===== config.mk =====
export PLATFORM = sky130hd
export DESIGN_NAME = pcr_ram
export DESIGN_NICKNAME = d
export VERILOG_FILES = /design/src/design/pcr_ram.sv
export SDC_FILE = /design/constraint.sdc
export NUM_CORES = 2
export LEC_CHECK = 0
export ABC_AREA = 1
export BUFFER_PORTS_ARGS = -buffer_cell sky130_fd_sc_hd__buf_4
export CAP_MARGIN = 20
export CORE_MARGIN = 3
export CORE_UTILIZATION = 50
export DETAILED_ROUTE_END_ITERATION = 12
export MAX_ROUTING_LAYER = met4
export PLACE_DENSITY = 0.65
export SETUP_SLACK_MARGIN = 0.4
export SYNTH_ARGS = -nofsm -noshare
export SYNTH_HDL_FRONTEND = slang
export SYNTH_SLANG_ARGS = --single-unit

===== constraint.sdc =====
create_clock -name clock -period 11.4 [get_ports clock]
set_input_delay 0.57 -clock clock [delete_from_list [all_inputs] [get_ports clock]]
set_output_delay 0.57 -clock clock [all_outputs]
set_load 0.005 [all_outputs]

===== src/design/pcr_ram.sv =====
// ----------------------------------------------------------------------------
// pcr_ram
// Single-port RAM with registered read data.
// ----------------------------------------------------------------------------
module pcr_ram #(
   parameter int WIDTH = 32,
   parameter int DEPTH = 64
) (
   input  logic                     clock,
   input  logic                     wr_en,
   input  logic [$clog2(DEPTH)-1:0] addr,
   input  logic [WIDTH-1:0]         wr_data,
   output logic [WIDTH-1:0]         rd_data
);

   logic [WIDTH-1:0] mem_ff [DEPTH];
   logic [WIDTH-1:0] rd_data_ff;

   // Write on enable, read every cycle
   always_ff @(posedge clock) begin
      if (wr_en) begin
         mem_ff[addr] <= wr_data;
      end
      rd_data_ff <= mem_ff[addr];
   end

   assign rd_data = rd_data_ff;

endmodule


* After elaboration in Yosys (flattened, before gate mapping)
Memories as Yosys holds them, arrays and structs flattened. A register that Yosys moved wholly into a read port is not among the register bits.
Cells that the tools add are included.
** Storage, ports and cells
- Memory bits (writable) :: 2048
- Output and inout bits :: 32
- Word-level logic and storage cells :: 3
- Bits in read-only memories :: 0
- Flip-flop bits (word level) :: 0
- Input bits :: 40
- Latch bits :: 0
- Memories kept :: 1
** Cells by class
- Add/sub/neg operators :: 0
- Equality and inequality tests :: 0
- Bitwise operators :: 0
- Shift-type cells :: 0
- $lt $le $gt $ge :: 0
- Multiplexer cells :: 2
- Reductions and logical operators :: 0
- Div/mod/pow operators :: 0
- Multiply operators :: 0
** Memory list
- mem_ff :: words 64, width 32, rd ports 1, clocked after memory_dff 1, wr ports 1, RTL line 16 : logic [WIDTH-1:0] mem_ff [DEPTH];
** Operator list (number)
- two-way mux 1 bit :: 2

* Longest topological paths before layout
- Depth in word-level cells :: 2
- Gate-level depth with buffers :: 15

* Least setup slack after synthesis
No wires, ideal clock.
- Path kind :: input-to-reg
- From :: in addr[0]
- To :: mem mem_ff[41][0], enable pin
- Data arrival time :: 4353 ps
- Stages on the path :: 6
- Slack :: 6545 ps
- Path through :: buf_4 inv_2 buf_6 buf_4 buf_2 nor4_1
** RTL lines
- from (decl) :: RTL line 11 : input logic [$clog2(DEPTH)-1:0] addr,
- to (decl) :: RTL line 16
No word-level cell before the write port.

==> qor.txt <==
STATUS
------------------------------------------------------------------------------------------
Outcome                                                                       complete, no violations

CTS
------------------------------------------------------------------------------------------
Post-cts resize count                                                                    0
Clk_lat worst skew                                                                 0.87 ns
Inserted Clock Buffers                                                                 208
Number of hold buffers added after cts                                                   0
Clock Sinks                                                                           2080
Clock tree root buffer cell                                                      clkbuf_16
Buffers inserted during post-CTS setup optimization                                      0
Deepest clock path buffer count                                                          3
# H-tree levels                                                                          4
Clock edge transition at the registers on the reported setup and hold paths        0.06 ns
CTS tree                                                                              done

SYNTH
------------------------------------------------------------------------------------------
Mapped Area                                                                     86500 um^2
Post-Synthesis Net Count                                                              8480
Cells after synthesis                                                                 8440
Syn_area_per_cell                                                                10.2 um^2
Sequential-to-total area share from yosys stat                                       0.718
Seq cells post-synth                                                                  2080
Distinct cell type count of the synthesized netlist                                     21
Synth warn                                                                               0

WORST SETUP PATH
------------------------------------------------------------------------------------------
Kind of start point of the critical path                                        input port
Master of the slowest instance on the critical path                                  buf_4
Register-to-register setup slack                                                   9.29 ns
Type of the setup path with the least slack                                         in2reg
Most frequent cell on the critical path                                            nand2_1
Crit Path Max Fanout                                                                   181
Delay of the slowest cell on the worst path                                        0.91 ns
Nature of the critical path endpoint                                             flip-flop
Worst path arrival time                                                            5.33 ns
Sequence of cells on the critical path                                        buf_8, inv_8, buf_12, buf_4, buf_4, nand2_1, nand2_1, nand2_1, nand2_1, nand2_1, nand2_1, nand2_1, nand2_1, nor2_1, nand2_1
Critical path required time                                                       12.20 ns

CELLS AND AREA
------------------------------------------------------------------------------------------
Fill cells                                                                           14300
Number of nets at the end of the flow                                                 8462
Ratio of cells with drive above 1 in the final layout                               0.0663
Most common cell after layout, fill and taps aside                                 nand2_1
Area used by multi-input combinational logic                                    22800 um^2
Synth-to-layout area growth                                                          11.4%
FF/Latch Area                                                                   62100 um^2
Most used cells in the layout excluding fill and tap cells                    5728 x nand2_1, 2048 x edfxtp_1, 210 x clkbuf_16

ROUTE
------------------------------------------------------------------------------------------
Met3 Routed Length                                                                 22.0 mm
Total length of routed met2 wires                                                   117 mm
Total wire length                                                                   248 mm
Initial detailed-routing violation count                                              6939
Mean number of vias per cell                                                          5.41
Top routing layer in use                                                              met4
Number of nets still failing antenna checks after routing                                0
Via count                                                                            59100
Detailed-router iteration count before antenna repair                                    5
Routed WL per cell                                                                 22.7 um
Wire length on met1                                                                 102 mm
Post-detailed-route DRC marker count                                                     0

TIMING
------------------------------------------------------------------------------------------
Final worst path period share                                                        0.398
Largest clock skew in the final design                                           0.0539 ns
Achievable clock frequency                                                         220 MHz
Slew at the pin with the worst max-slew slack                                      1.18 ns
Fin. Hold Viols                                                                          0
Slew headroom                                                                        0.213
Post-Route Hold Slack                                                             0.296 ns
Setup-failing EPs final                                                                  0
Number of max-slew violations in the final report                                        0
Setup total negative slack                                                            0 ns
Unrepaired setup endpoints after global routing                                         no
Post-layout min period                                                             4.54 ns

GLOBAL ROUTING
------------------------------------------------------------------------------------------
Total track usage                                                                    0.284
Largest net degree at the start of global routing                                      199
First-pass GRT wire length                                                          366 mm
Initial antenna violation count                                                         24
Via count of the first global-routing pass                                           55700
Total overflow reported by the global router                                             0

FLOORPLANNING
------------------------------------------------------------------------------------------
Top-level port count                                                                    72
Initial core utilization                                                             0.504
Total die area                                                                 178000 um^2
Die width                                                                           422 um
CORE AREA                                                                      172000 um^2
Die H                                                                               422 um
Standard-cell row count                                                                152

PLACEMENT
------------------------------------------------------------------------------------------
Placer congestion estimate                                                           0.825
Port buffer count                                                                       71
HPWL reported at the end of detailed placement                                      132 mm

POWER
------------------------------------------------------------------------------------------
Cell area power density                                                        168 nW/um^2
Maximum vdd drop                                                                  0.149 mV
Pleak                                                                              40.0 nW

RUN
------------------------------------------------------------------------------------------
MaxCap Viol Count                                                                        0

MIN PATH
------------------------------------------------------------------------------------------
Worst hold path class                                                               in2reg

[report_power, final]
part           internal (mW)  switching, mW  total [mW]
registers               8.47         0.0380        8.51
clock network           3.76           2.92        6.69
logic                  0.225          0.781        1.01
[cells in the mapped netlist]
master	number	area share
buf_1	27	0.0012
buf_2	244	0.014
buf_4	11	0.00095
buf_6	4	0.00052
clkbuf_1	136	0.0059
dfxtp_1	32	0.0074
edfxtp_1	2048	0.71
inv_1	16	0.00069
inv_2	14	0.00061
nand2_1	5728	0.25
nand3_1	13	0.00075
nand4_1	2	0.00014
nor2_1	137	0.0059
nor3_1	1	0.000058
nor3_2	7	0.00081
nor4_1	2	0.00014
o211ai_1	5	0.00043
o21ai_0	5	0.00029
o21ai_1	2	0.00012
or2_1	1	0.000072
or2_2	5	0.00036
[metrics by stage]
stage | instances | total power, mW | cell area (um^2) | setup slack (ns) | utilization
after floorplan | 8440 | 9.19 | 86500 | 6.55 | -
after global placement | 10500 | 9.65 | 89400 | 6.17 | 0.521
after detailed placement | 10500 | 9.66 | 89700 | 6.13 | 0.522
after CTS | 10900 | 16.3 | 96300 | 7.06 | 0.561
after global routing | 10900 | 16.7 | 96400 | 6.71 | 0.561
final | 10900 | 16.2 | 96400 | 6.86 | 0.561
[worst paths after layout]
path,cells past startpoint,startpoint,end
worst max-delay path,15,addr[0],rd_data[9]$_DFF_P_
worst min-delay path,1,wr_data[20],mem_ff[6][20]$_DFFE_PP_
worst max register to register,10,mem_ff[7][21]$_DFFE_PP_,rd_data[21]$_DFF_P_
worst min register to register,10,mem_ff[34][18]$_DFFE_PP_,rd_data[18]$_DFF_P_
[state kept, by name, summed over array words and instances, names as in the netlist]
register  cells
rd_data      32
mem_ff     2048
[cells by family after synthesis]
group | count (synthesis) | share of synthesized area
AND/OR/NAND/NOR | 5896 | 0.257
flip-flops | 2080 | 0.718
buffers and inverters | 452 | 0.0240
AO/OA/AOI/OAI | 12 | 0.000839
[routing by layer]
layer	vias up	global-route usage
li1	27200	-
met1	28600	0.391
met2	2806	0.440
met3	438	0.0389
met4	0	0.0907
met5	-	-
[final cells by class]
type | count | share of cell area
tap | 2310 | 0.0300
clock buffer | 276 | 0.0584
clock inverter | 105 | 0.0103
timing repair buffer | 194 | 0.0180
inverter | 30 | 0.00140
multi-input combinational | 5908 | 0.237
antenna | 11 | 0.000286
sequential | 2080 | 0.645
[critical path, delay by kind of cell]
family	cells	cell delay, ns
buf+inv	5	3.18
simple gates	10	1.11
Power figures use the tool's default switching activity.
