==> src/design/pcr_pkg.sv <==
// ----------------------------------------------------------------------------
// pcr_pkg
// Shared widths, request codes and status types of the particle contact
// resolver.
// ----------------------------------------------------------------------------
package pcr_pkg;

   // Field widths of the request and response channels
   localparam int MODE_W  = 2;
   localparam int IDX_W   = 6;
   localparam int COMP_W  = 32;
   localparam int MASS_W  = 31;
   localparam int REST_W  = 17;

   // Divider operand widths
   localparam int DVD_W   = 64;
   localparam int DSR_W   = 33;

   // Request modes
   localparam logic [MODE_W-1:0] MODE_LOAD_POS = 2'd0;
   localparam logic [MODE_W-1:0] MODE_LOAD_VEL = 2'd1;
   localparam logic [MODE_W-1:0] MODE_CONTACT  = 2'd2;

   // Response kinds
   localparam logic KIND_VEL = 1'b0;
   localparam logic KIND_POS = 1'b1;

   // Divider status towards the sequencer
   typedef struct packed {
      logic busy;
      logic done;
   } div_stat_type;

endpackage

==> src/design/pcr_div.sv <==
// ----------------------------------------------------------------------------
// pcr_div
// Bit-serial restoring divider: one quotient bit per cycle.
// ----------------------------------------------------------------------------
module pcr_div (
   input  logic                         clock,
   input  logic                         reset,
   input  logic                         start,
   input  logic [pcr_pkg::DVD_W-1:0]    dividend,
   input  logic [pcr_pkg::DSR_W-1:0]    divisor,
   output logic [pcr_pkg::DVD_W-1:0]    quotient,
   output pcr_pkg::div_stat_type        stat
);

   localparam int CNT_W = $clog2(pcr_pkg::DVD_W);

   logic                        busy_ff;
   logic                        done_ff;
   logic [CNT_W-1:0]            cnt_ff;
   logic [pcr_pkg::DVD_W-1:0]   quo_ff;
   logic [pcr_pkg::DSR_W-1:0]   rem_ff;
   logic [pcr_pkg::DSR_W-1:0]   dsr_ff;
   logic [pcr_pkg::DSR_W:0]     rem_sh;
   logic [pcr_pkg::DSR_W:0]     diff;

   // Shift in the next dividend bit and trial-subtract
   assign rem_sh = {rem_ff, quo_ff[pcr_pkg::DVD_W-1]};
   assign diff   = rem_sh - {1'b0, dsr_ff};

   // Control
   always_ff @(posedge clock) begin
      if (reset) begin
         busy_ff <= 1'b0;
         done_ff <= 1'b0;
         cnt_ff  <= '0;
      end else begin
         done_ff <= 1'b0;
         if (start) begin
            busy_ff <= 1'b1;
            cnt_ff  <= '0;
         end else if (busy_ff) begin
            cnt_ff <= cnt_ff + 1'b1;
            if (cnt_ff == CNT_W'(pcr_pkg::DVD_W - 1)) begin
               busy_ff <= 1'b0;
               done_ff <= 1'b1;
            end
         end
      end
   end

   // Datapath
   always_ff @(posedge clock) begin
      if (start) begin
         quo_ff <= dividend;
         rem_ff <= '0;
         dsr_ff <= divisor;
      end else if (busy_ff) begin
         if (!diff[pcr_pkg::DSR_W]) begin
            rem_ff <= diff[pcr_pkg::DSR_W-1:0];
            quo_ff <= {quo_ff[pcr_pkg::DVD_W-2:0], 1'b1};
         end else begin
            rem_ff <= rem_sh[pcr_pkg::DSR_W-1:0];
            quo_ff <= {quo_ff[pcr_pkg::DVD_W-2:0], 1'b0};
         end
      end
   end

   assign quotient  = quo_ff;
   assign stat.busy = busy_ff;
   assign stat.done = done_ff;

endmodule

==> config.mk <==
export PLATFORM = sky130hd
export DESIGN_NAME = pcr_div
export DESIGN_NICKNAME = d
export VERILOG_FILES = /design/src/design/pcr_pkg.sv /design/src/design/pcr_div.sv
export SDC_FILE = /design/constraint.sdc
export NUM_CORES = 1
export LEC_CHECK = 0
export ABC_AREA = 1
export BUFFER_PORTS_ARGS = -buffer_cell sky130_fd_sc_hd__clkbuf_2
export CAP_MARGIN = 20
export CORE_ASPECT_RATIO = 1.2
export CORE_MARGIN = 3
export CORE_UTILIZATION = 51
export DETAILED_ROUTE_END_ITERATION = 6
export HOLD_SLACK_MARGIN = 0.08
export PLACE_DENSITY = 0.82
export SYNTH_ARGS = -nofsm -noshare
export SYNTH_HDL_FRONTEND = slang
export SYNTH_SLANG_ARGS = --single-unit
==> constraint.sdc <==
create_clock -name clock -period 5.65 [get_ports clock]
set_input_delay 1.13 -clock clock [delete_from_list [all_inputs] [get_ports clock]]
set_output_delay 1.13 -clock clock [all_outputs]
set_load 0.02 [all_outputs]
Yosys cells after proc, flatten, opt, wreduce, memory -nomap -nowiden
Cells that the tools add are included.
{ "op_classes": {"addsub": 2, "eq_ne": 1, "mux": 8, "bitwise": 1, "reduce_logical": 3} }
{ "op_table": {"columns": ["operator", "n"], "rows": [
  ["two-way mux 64 bit", 2],
  ["subtractor 34 x 33 -> 34 bit", 1],
  ["two-way mux 33 bit", 1],
  ["adder 6 x 1 -> 6 bit, second input constant", 1],
  ["== test 6 bit, second input constant", 1],
  ["two-way mux 1 bit", 5],
  ["OR reduction 3 bit", 1],
  ["nonzero test 2 bit", 1],
  ["OR reduction 2 bit", 1],
  ["NOT 1 bit", 1]
]} }
{ "totals": {"ff_bits": 138, "in_bits": 100} }

Longest topological paths before layout
Gate-level depths: netlist (run 1).
{ "depth": {"word_depth": 4, "mapped_depth": 18, "ltp_nobuf": 18} }

Worst setup path before layout (run 1)
Ideal clock, no wire load.
{ "synth_timing": {"path_kind": "input -> register", "start": "input start", "end": "register quo_ff, in the netlist quotient[0], enable pin", "setup_ns": 0.418, "t_arrival_ns": 2.964, "slack_ns": 2.268, "path_stages": 4, "n_path_buf": 2, "path_cell_list": "clkbuf_1 -> nor2_1 -> clkbuf_1 -> inv_1"} }
{ "synth_via": {"elab_chain_cells": 1} }
{ "synth_lines": {"columns": ["item", "line_no", "text"], "rows": [
  ["start, declared", "pcr_div.sv:8", "input logic start,"],
  ["nonzero test 2 bit (no source line)", null, null],
  ["end signal, assigned", "pcr_div.sv:54", "quo_ff <= dividend;"],
  ["end signal, assigned", "pcr_div.sv:60", "quo_ff <= {quo_ff[pcr_pkg::DVD_W-2:0], 1'b1};"],
  ["end signal, assigned", "pcr_div.sv:63", "quo_ff <= {quo_ff[pcr_pkg::DVD_W-2:0], 1'b0};"],
  ["end, declared", "pcr_div.sv:20", "logic [pcr_pkg::DVD_W-1:0] quo_ff;"]
]} }
Every way passes these cells.
A chain may end at the register's enable or synchronous reset.

Final worst setup path (run 1)
{ "layout_timing": {"start": "register dsr_ff[23] (netlist name)", "end": "register quo_ff, in the netlist quotient[0], data pin"} }
{ "layout_via": {"elab_chain_cells": 4} }
{ "layout_lines": {"columns": ["item", "line_no", "text"], "rows": [
  ["start, declared", "pcr_div.sv:22", "logic [pcr_pkg::DSR_W-1:0] dsr_ff;"],
  ["start signal, assigned", "pcr_div.sv:56", "dsr_ff <= divisor;"],
  ["subtractor 34 x 33 -> 34 bit", "pcr_div.sv:28", "assign diff = rem_sh - {1'b0, dsr_ff};"],
  ["two-way mux 1 bit", "pcr_div.sv:58", "if (!diff[pcr_pkg::DSR_W]) begin"],
  ["two-way mux 64 bit", "pcr_div.sv:57", "end else if (busy_ff) begin"],
  ["two-way mux 64 bit", "pcr_div.sv:53", "if (start) begin"]
]} }
Every way passes these cells. The select of a mux whose other input is x is not followed.

==> qor.csv, run 1 <==
stage,metric,value,unit
power,p_per_area,278,nW/um^2
layout,final_cell_mix,"527 x nand2_1, 194 x inv_1, 164 x clkbuf_2",
layout,stdcell_count,1550,
detailed_routing,via_count,7721,
power,p_comb_share,12.6,%
sta,tns,0,ns
setup_path,endpoint_kind,register,
power,power.leakage,5.48,nW
clock_tree,cts_tree,yes,
run_status,status,completed,
clock_tree,clkSinkCount,138,
setup_path,reg2reg_to,quotient[0],
power,switching_share,26.9,%
sta,rsz0062_at_grt,no,
clock_tree,post_cts_resized,0,
worst_hold_path,holdPathEnd,rem_ff[9],
worst_hold_path,hold_start,rem_ff[9],
layout,area_growth,19.1,%
worst_hold_path,hp-class,register to register,
floorplan,dieArea,18100,um^2
global_route,grt_max_degree,88,
sta,clock_skew,0.00997,ns
power,p_switching,0.748,mW
layout,nNetsFinal,1464,
power,pwr-share-clk,44.0,%
logic_synthesis,syn_area,8410,um^2
setup_path,rr_startpoint,dsr_ff[23],
layout,diodes,0,
placement,dpl.cell_count,1518,
logic_synthesis,syn_nets,1308,
logic_synthesis,synth-edff-count,97,
sta,period_needed,2.72,ns
logic_synthesis,syn_inst,1173,
sta,finalSetupViolCount,0,
floorplan,pin_count,166,
placement,gp_congestion,0.949,
layout,final_common_cell,nand2_1,
detailed_routing,routed_via_density,4.98,
detailed_routing,dr.pass1.iters,6,
setup_path,arrival,2.88,ns
power,ir_worst_vdd,0.000253,V
floorplan,coreArea,15900,um^2
global_route,grt_pass1_wl,34600,um
clock_tree,cts_root_buf,clkbuf_16,
logic_synthesis,synth_ff_type,edfxtp_1,
setup_path,worstSetupPathType,register to register,
logic_synthesis,synth_cell_types,37,
layout,seq_area,3730,um^2
sta,final_max_slew_viol_count,0,
clock_tree,cts_hold_buf,0,
placement,dp_hpwl,15700,um
clock_tree,clock_tree.buffer_depth,2,
layout,multi_input_area,3770,um^2
detailed_routing,wl,21100,um
sta,fmax,368,MHz
floorplan,initial_core_util,52.9,%
setup_path,required,5.82,ns
sta,fin_crit_sh,48.1,%
global_route,grt_pass1_vias,7521,
layout,drive_gt1_share,16.9,%
layout,fin_area,10000,um^2
detailed_routing,drc,0,
setup_path,r2r_slack,2.93,ns
detailed_routing,wl_per_cell,13.6,um
detailed_routing,drtIter0Drc,506,
layout,fillerInstances,1450,
clock_tree,ctsHtreeMaxLevel,4,
logic_synthesis,ys_ff_latch,138,
global_route,antenna_found_initial,0,
job,maxCapViolCount,0,
logic_synthesis,yosys_warnings,0,
global_route,grt_usage,23.9,%
global_route,gr-total-overflow,0,
clock_tree,cts_buffers,17,
sta,hold_ws,0.475,ns
logic_synthesis,async_flop_share,0,%
placement,portBuffers,165,
power,p_int,2.03,mW
worst_hold_path,hold_path_depth,2,
logic_synthesis,ys_seq_area_share,44.4,%
setup_path,cp_max_fo,11,
floorplan,rows,50,
sta,worstMarginPinSlew,1.00,ns
floorplan,fp.dieW,123,um
logic_synthesis,synth_area_per_cell,7.17,um^2
clock_tree,cts_setup_buffers,0,
sta,hold_violations,0,
setup_path,crit_path_start_kind,register,
clock_tree,cts.clk_slew.worst_paths,0.06,ns
floorplan,die_h,147,um
detailed_routing,ant_nets,0,
setup_path,reg2reg_depth,12,
sta,slew-limit-headroom,33.3,%
layout,post-route-util,63.0,%
power,seqPwrFrac,43.4,%
clock_tree,insertion_delay,0.43,ns
placement,place_area,9380,um^2
[stage by stage]
stage               total power, mW  setup slack, ns
floorplan                      1.44             2.27
global placement               1.57             2.68
detailed placement             1.58             2.65
CTS                            2.80             2.93
global route                   2.89             2.67
finish                         2.78             2.93
[flip-flops by register name, indices dropped and copies added (netlist names)]
signal,count
quotient,64
dsr_ff,33
rem_ff,33
cnt_ff,6
busy_ff,1
done_ff,1
[worst max-delay path, stage by stage, from the launching register on]
cell and delay, ns:
edfxtp_1 0.33, inv_1 0.04, ha_1 0.37, nand2_2 0.18
inv_2 0.04, nand2_1 0.07, nand3_2 0.09, a21oi_4 0.18
nor2_4 0.06, nor2_8 0.12, nand3_1 0.37, nand2_1 0.50
o21ai_1 0.11
[cells in the mapped netlist (all sizes together), types with 2 or more instances]
| cell | count | area (um^2) |
|---|---|---|
| nand2 | 534 | 2040 |
| inv | 201 | 754 |
| nand3 | 98 | 518 |
| edfxtp | 97 | 2910 |
| nor2 | 54 | 241 |
| dfxtp | 41 | 821 |
| ha | 34 | 425 |
| a21oi | 24 | 131 |
| clkbuf | 21 | 78.8 |
| buf | 11 | 75.1 |
| nor3 | 9 | 45.0 |
| xnor2 | 9 | 78.8 |
| xor2 | 9 | 78.8 |
| nand4 | 8 | 50.1 |
| o21ai | 8 | 40.0 |
| nand3b | 3 | 22.5 |
| o21bai | 3 | 22.5 |
| a31oi | 2 | 12.5 |
[kinds of logic (layout without fill, tap and decap cells)]
group	after synthesis	count (layout)	synth area share [%]
flip-flops	138	138	44.4
AO/OA/AOI/OAI	37	37	2.46
XOR/XNOR	18	18	1.88
adder cells (fa/ha/maj)	35	35	5.30
buffers and inverters	234	403	10.8
AND/OR/NAND/NOR	711	711	35.1
[per-layer routing]
metal	track usage, %	up-vias	routed length, um
met5	0	-	0
met4	8.42	0	465
met3	5.39	36	1660
met2	40.5	305	10500
met1	29.8	3440	8530
li1	-	3940	-
[how the worst max path moves through the flow]
stage	startpoint	to	slack [ns]
floorplan	start	quotient[0]	2.27
global placement	start	quotient[46]	2.68
detailed placement	start	quotient[46]	2.65
CTS	dsr_ff[3]	quotient[0]	2.93
global route	dsr_ff[2]	rem_ff[23]	2.67
finish	dsr_ff[23]	quotient[0]	2.93
[power by group through the flow]
stage	combinational, mW	sequential, mW	clock [mW]
after floorplan	0.162	1.28	0
after global placement	0.343	1.23	0
after detailed placement	0.351	1.23	0
after CTS	0.352	1.21	1.24
after global routing	0.390	1.21	1.28
final	0.351	1.21	1.22
[final cells by class]
| class | instances | share of cell area [%] |
|---|---|---|
| clock buffers | 17 | 4.25 |
| clock inverters | 15 | 2.14 |
| inverters | 202 | 7.57 |
| multi-input cells | 801 | 37.6 |
| flip-flops and latches | 138 | 37.3 |
| well taps | 208 | 2.60 |
| repair buffers | 169 | 8.57 |
No activity file was read; power rests on OpenSTA's default activity.
==> inputs of run 2 (changes only) <==
Clock period 5.65 ns to 2.6 ns, I/O delays scaled along.
==> qor.csv, run 2 (synthesis results as in run 1) <==
stage,metric,value,unit,change
setup_path,rr_startpoint,dsr_ff[24],,
placement,place_ws,0.209,ns,-2.44 ns
clock_tree,clkSinkCount,138,,unchanged
detailed_routing,via_count,7743,,+0.28%
floorplan,coreArea,15900,um^2,unchanged
sta,slew-limit-headroom,45.6,%,+12 points
power,seqPwrFrac,46.1,%,+2.7 points
power,p_per_area,567,nW/um^2,+100%
layout,drive_gt1_share,17.7,%,+0.79 points
worst_hold_path,hold_start,divisor[21],,
sta,rsz0062_at_grt,no,,
sta,period_needed,2.38,ns,-0.342 ns
detailed_routing,ant_nets,0,,unchanged
layout,final_common_cell,nand2_1,,
power,p_comb_share,13.7,%,+1.1 points
setup_path,cpPeakStageDelay,0.39,ns,-0.11 ns
sta,worstMarginPinSlew,0.817,ns,-0.184 ns
setup_path,crit_start,dsr_ff[24],,
floorplan,dieArea,18100,um^2,unchanged
power,ir_worst_vdd,0.000438,V,+73%
clock_tree,ctsHtreeMaxLevel,4,,unchanged
layout,final_cell_mix,"525 x nand2_1, 194 x inv_1, 164 x clkbuf_2",,
global_route,grt_pass1_vias,7451,,-0.93%
power,switching_share,28.7,%,+1.8 points
layout,diodes,0,,unchanged
sta,final_max_slew_viol_count,0,,unchanged
setup_path,slowest_stage,edfxtp_1,,
layout,largest_reg_flops,64,,unchanged
layout,stdcell_count,1558,,+0.52%
setup_path,crit_path_start_kind,register,,
power,power.leakage,5.48,nW,about the same
sta,fin_crit_sh,91.4,%,+43 points
sta,fmax,421,MHz,+14%
sta,hold_ws,0.267,ns,-0.208 ns
layout,nNetsFinal,1472,,+0.55%
sta,tns,0,ns,unchanged
layout,fin_area,10000,um^2,about the same
detailed_routing,drtIter0Drc,428,,-15%
clock_tree,cts_root_buf,clkbuf_16,,
setup_path,required,2.92,ns,-2.90 ns
placement,dpl.cell_count,1526,,+0.53%
clock_tree,insertion_delay,0.43,ns,about the same
setup_path,cp_max_fo,14,,+3
sta,clock_skew,0.00970,ns,-0.000264 ns
layout,post-route-util,63.1,%,about the same
setup_path,path_cells,inv_1 -> ha_1 -> nand2_2 -> inv_2 -> nand2_1 -> nand3_2 -> a21oi_4 -> nor2_4 -> nor2_8 -> nand2_4 -> nand2_4 -> buf_4 -> nand3_1 -> nand3_1 -> nand2_1,,
global_route,antenna_found_initial,0,,unchanged
power,pwr-share-clk,40.3,%,-3.7 points
floorplan,initial_core_util,52.9,%,unchanged
sta,setup_ws,0.223,ns,-2.71 ns
floorplan,fp.dieW,123,um,unchanged
sta,hold_violations,0,,unchanged
global_route,gr-total-overflow,0,,unchanged
detailed_routing,dr.pass1.iters,6,,unchanged
setup_path,endpoint_kind,register,,
clock_tree,clock_tree.buffer_depth,2,,unchanged
clock_tree,cts_buffers,17,,unchanged
placement,gp_congestion,0.986,,+3.9%
layout,fillerInstances,1476,,+1.8%
sta,finalSetupViolCount,0,,unchanged
power,p_int,4.05,mW,+99%
setup_path,arrival,2.69,ns,-0.19 ns
detailed_routing,wl,21800,um,+3.3%
placement,portBuffers,165,,unchanged
floorplan,rows,50,,unchanged
detailed_routing,routed_via_density,4.97,,-0.23%
power,power.total,5.68,mW,+100%
floorplan,pin_count,166,,unchanged
setup_path,worst_path_dominant_cell_family,simple AND/OR/NAND/NOR gates,,
detailed_routing,drc,0,,unchanged
global_route,grt_max_degree,65,,-26%
global_route,grt_pass1_wl,35600,um,+2.8%
clock_tree,cts.clk_slew.worst_paths,0.07,ns,about the same
placement,dp_hpwl,16400,um,+4.8%
placement,place_area,9450,um^2,+0.81%
setup_path,crit_buf_inv,3,,+1
floorplan,die_h,147,um,unchanged
clock_tree,cts_tree,yes,,
global_route,grt_usage,24.9,%,+0.93 points
detailed_routing,wl_per_cell,14.0,um,+2.7%
clock_tree,cts_setup_buffers,0,,unchanged
layout,area_growth,19.2,%,about the same
run_status,status,completed,,
worst_hold_path,hp-class,input port to register,,
job,maxCapViolCount,0,,unchanged
power,p_switching,1.63,mW,+120%
setup_path,worstSetupPathType,register to register,,
[run 2: cell types whose count changed in the layout (fill, tap and decap cells not counted), sizes merged]
cell	before	now
inv	207	208
buf	5	13
bufinv	4	0
clkinvlp	1	4
[run 2: path summary, 6_finish.rpt]
path	endpoint	slack (ns)	cells after the start
max reg2reg	rem_ff[26]	0.22	15
max	rem_ff[26]	0.22	15
min	dsr_ff[21]	0.27	1
min reg2reg	rem_ff[22]	0.47	2
[run 2: area by class of cell]
class | count | area (um^2) | area share (%)
inverters | 202 | 762 | 7.60
flip-flops and latches | 138 | 3730 | 37.3
multi-input cells | 801 | 3780 | 37.7
clock inverters | 15 | 131 | 1.31
repair buffers | 177 | 931 | 9.29
clock buffers | 17 | 425 | 4.25
well taps | 208 | 260 | 2.60
[run 2: per-layer routing]
metal  vias to the layer above  global-route usage, %  share of wire (%)
met1                      3462                   30.6                 41
met5                         -                      0                  0
met2                       309                   42.4                 50
met4                         0                   7.53                1.6
met3                        25                   6.47                8.0
li1                       3947                      -                  -
[run 2: repair_timing]
| action | 4_1_cts | 5_1_grt |
|---|---|---|
| hold buffers | 0 | 0 |
| resized for setup | 0 | 3 |
| setup endpoints to repair | 0 | 4 |
[run 2: power groups by stage]
| stage | logic (mW) | clock network [mW] | registers, mW |
|---|---|---|---|
| 3_5_place_dp | 0.779 | 0 | 2.66 |
| 3_3_place_gp | 0.767 | 0 | 2.66 |
| 6_report | 0.776 | 2.29 | 2.62 |
| 4_1_cts | 0.780 | 2.32 | 2.62 |
| 2_1_floorplan | 0.352 | 0 | 2.77 |
| 5_1_grt | 0.863 | 2.44 | 2.63 |
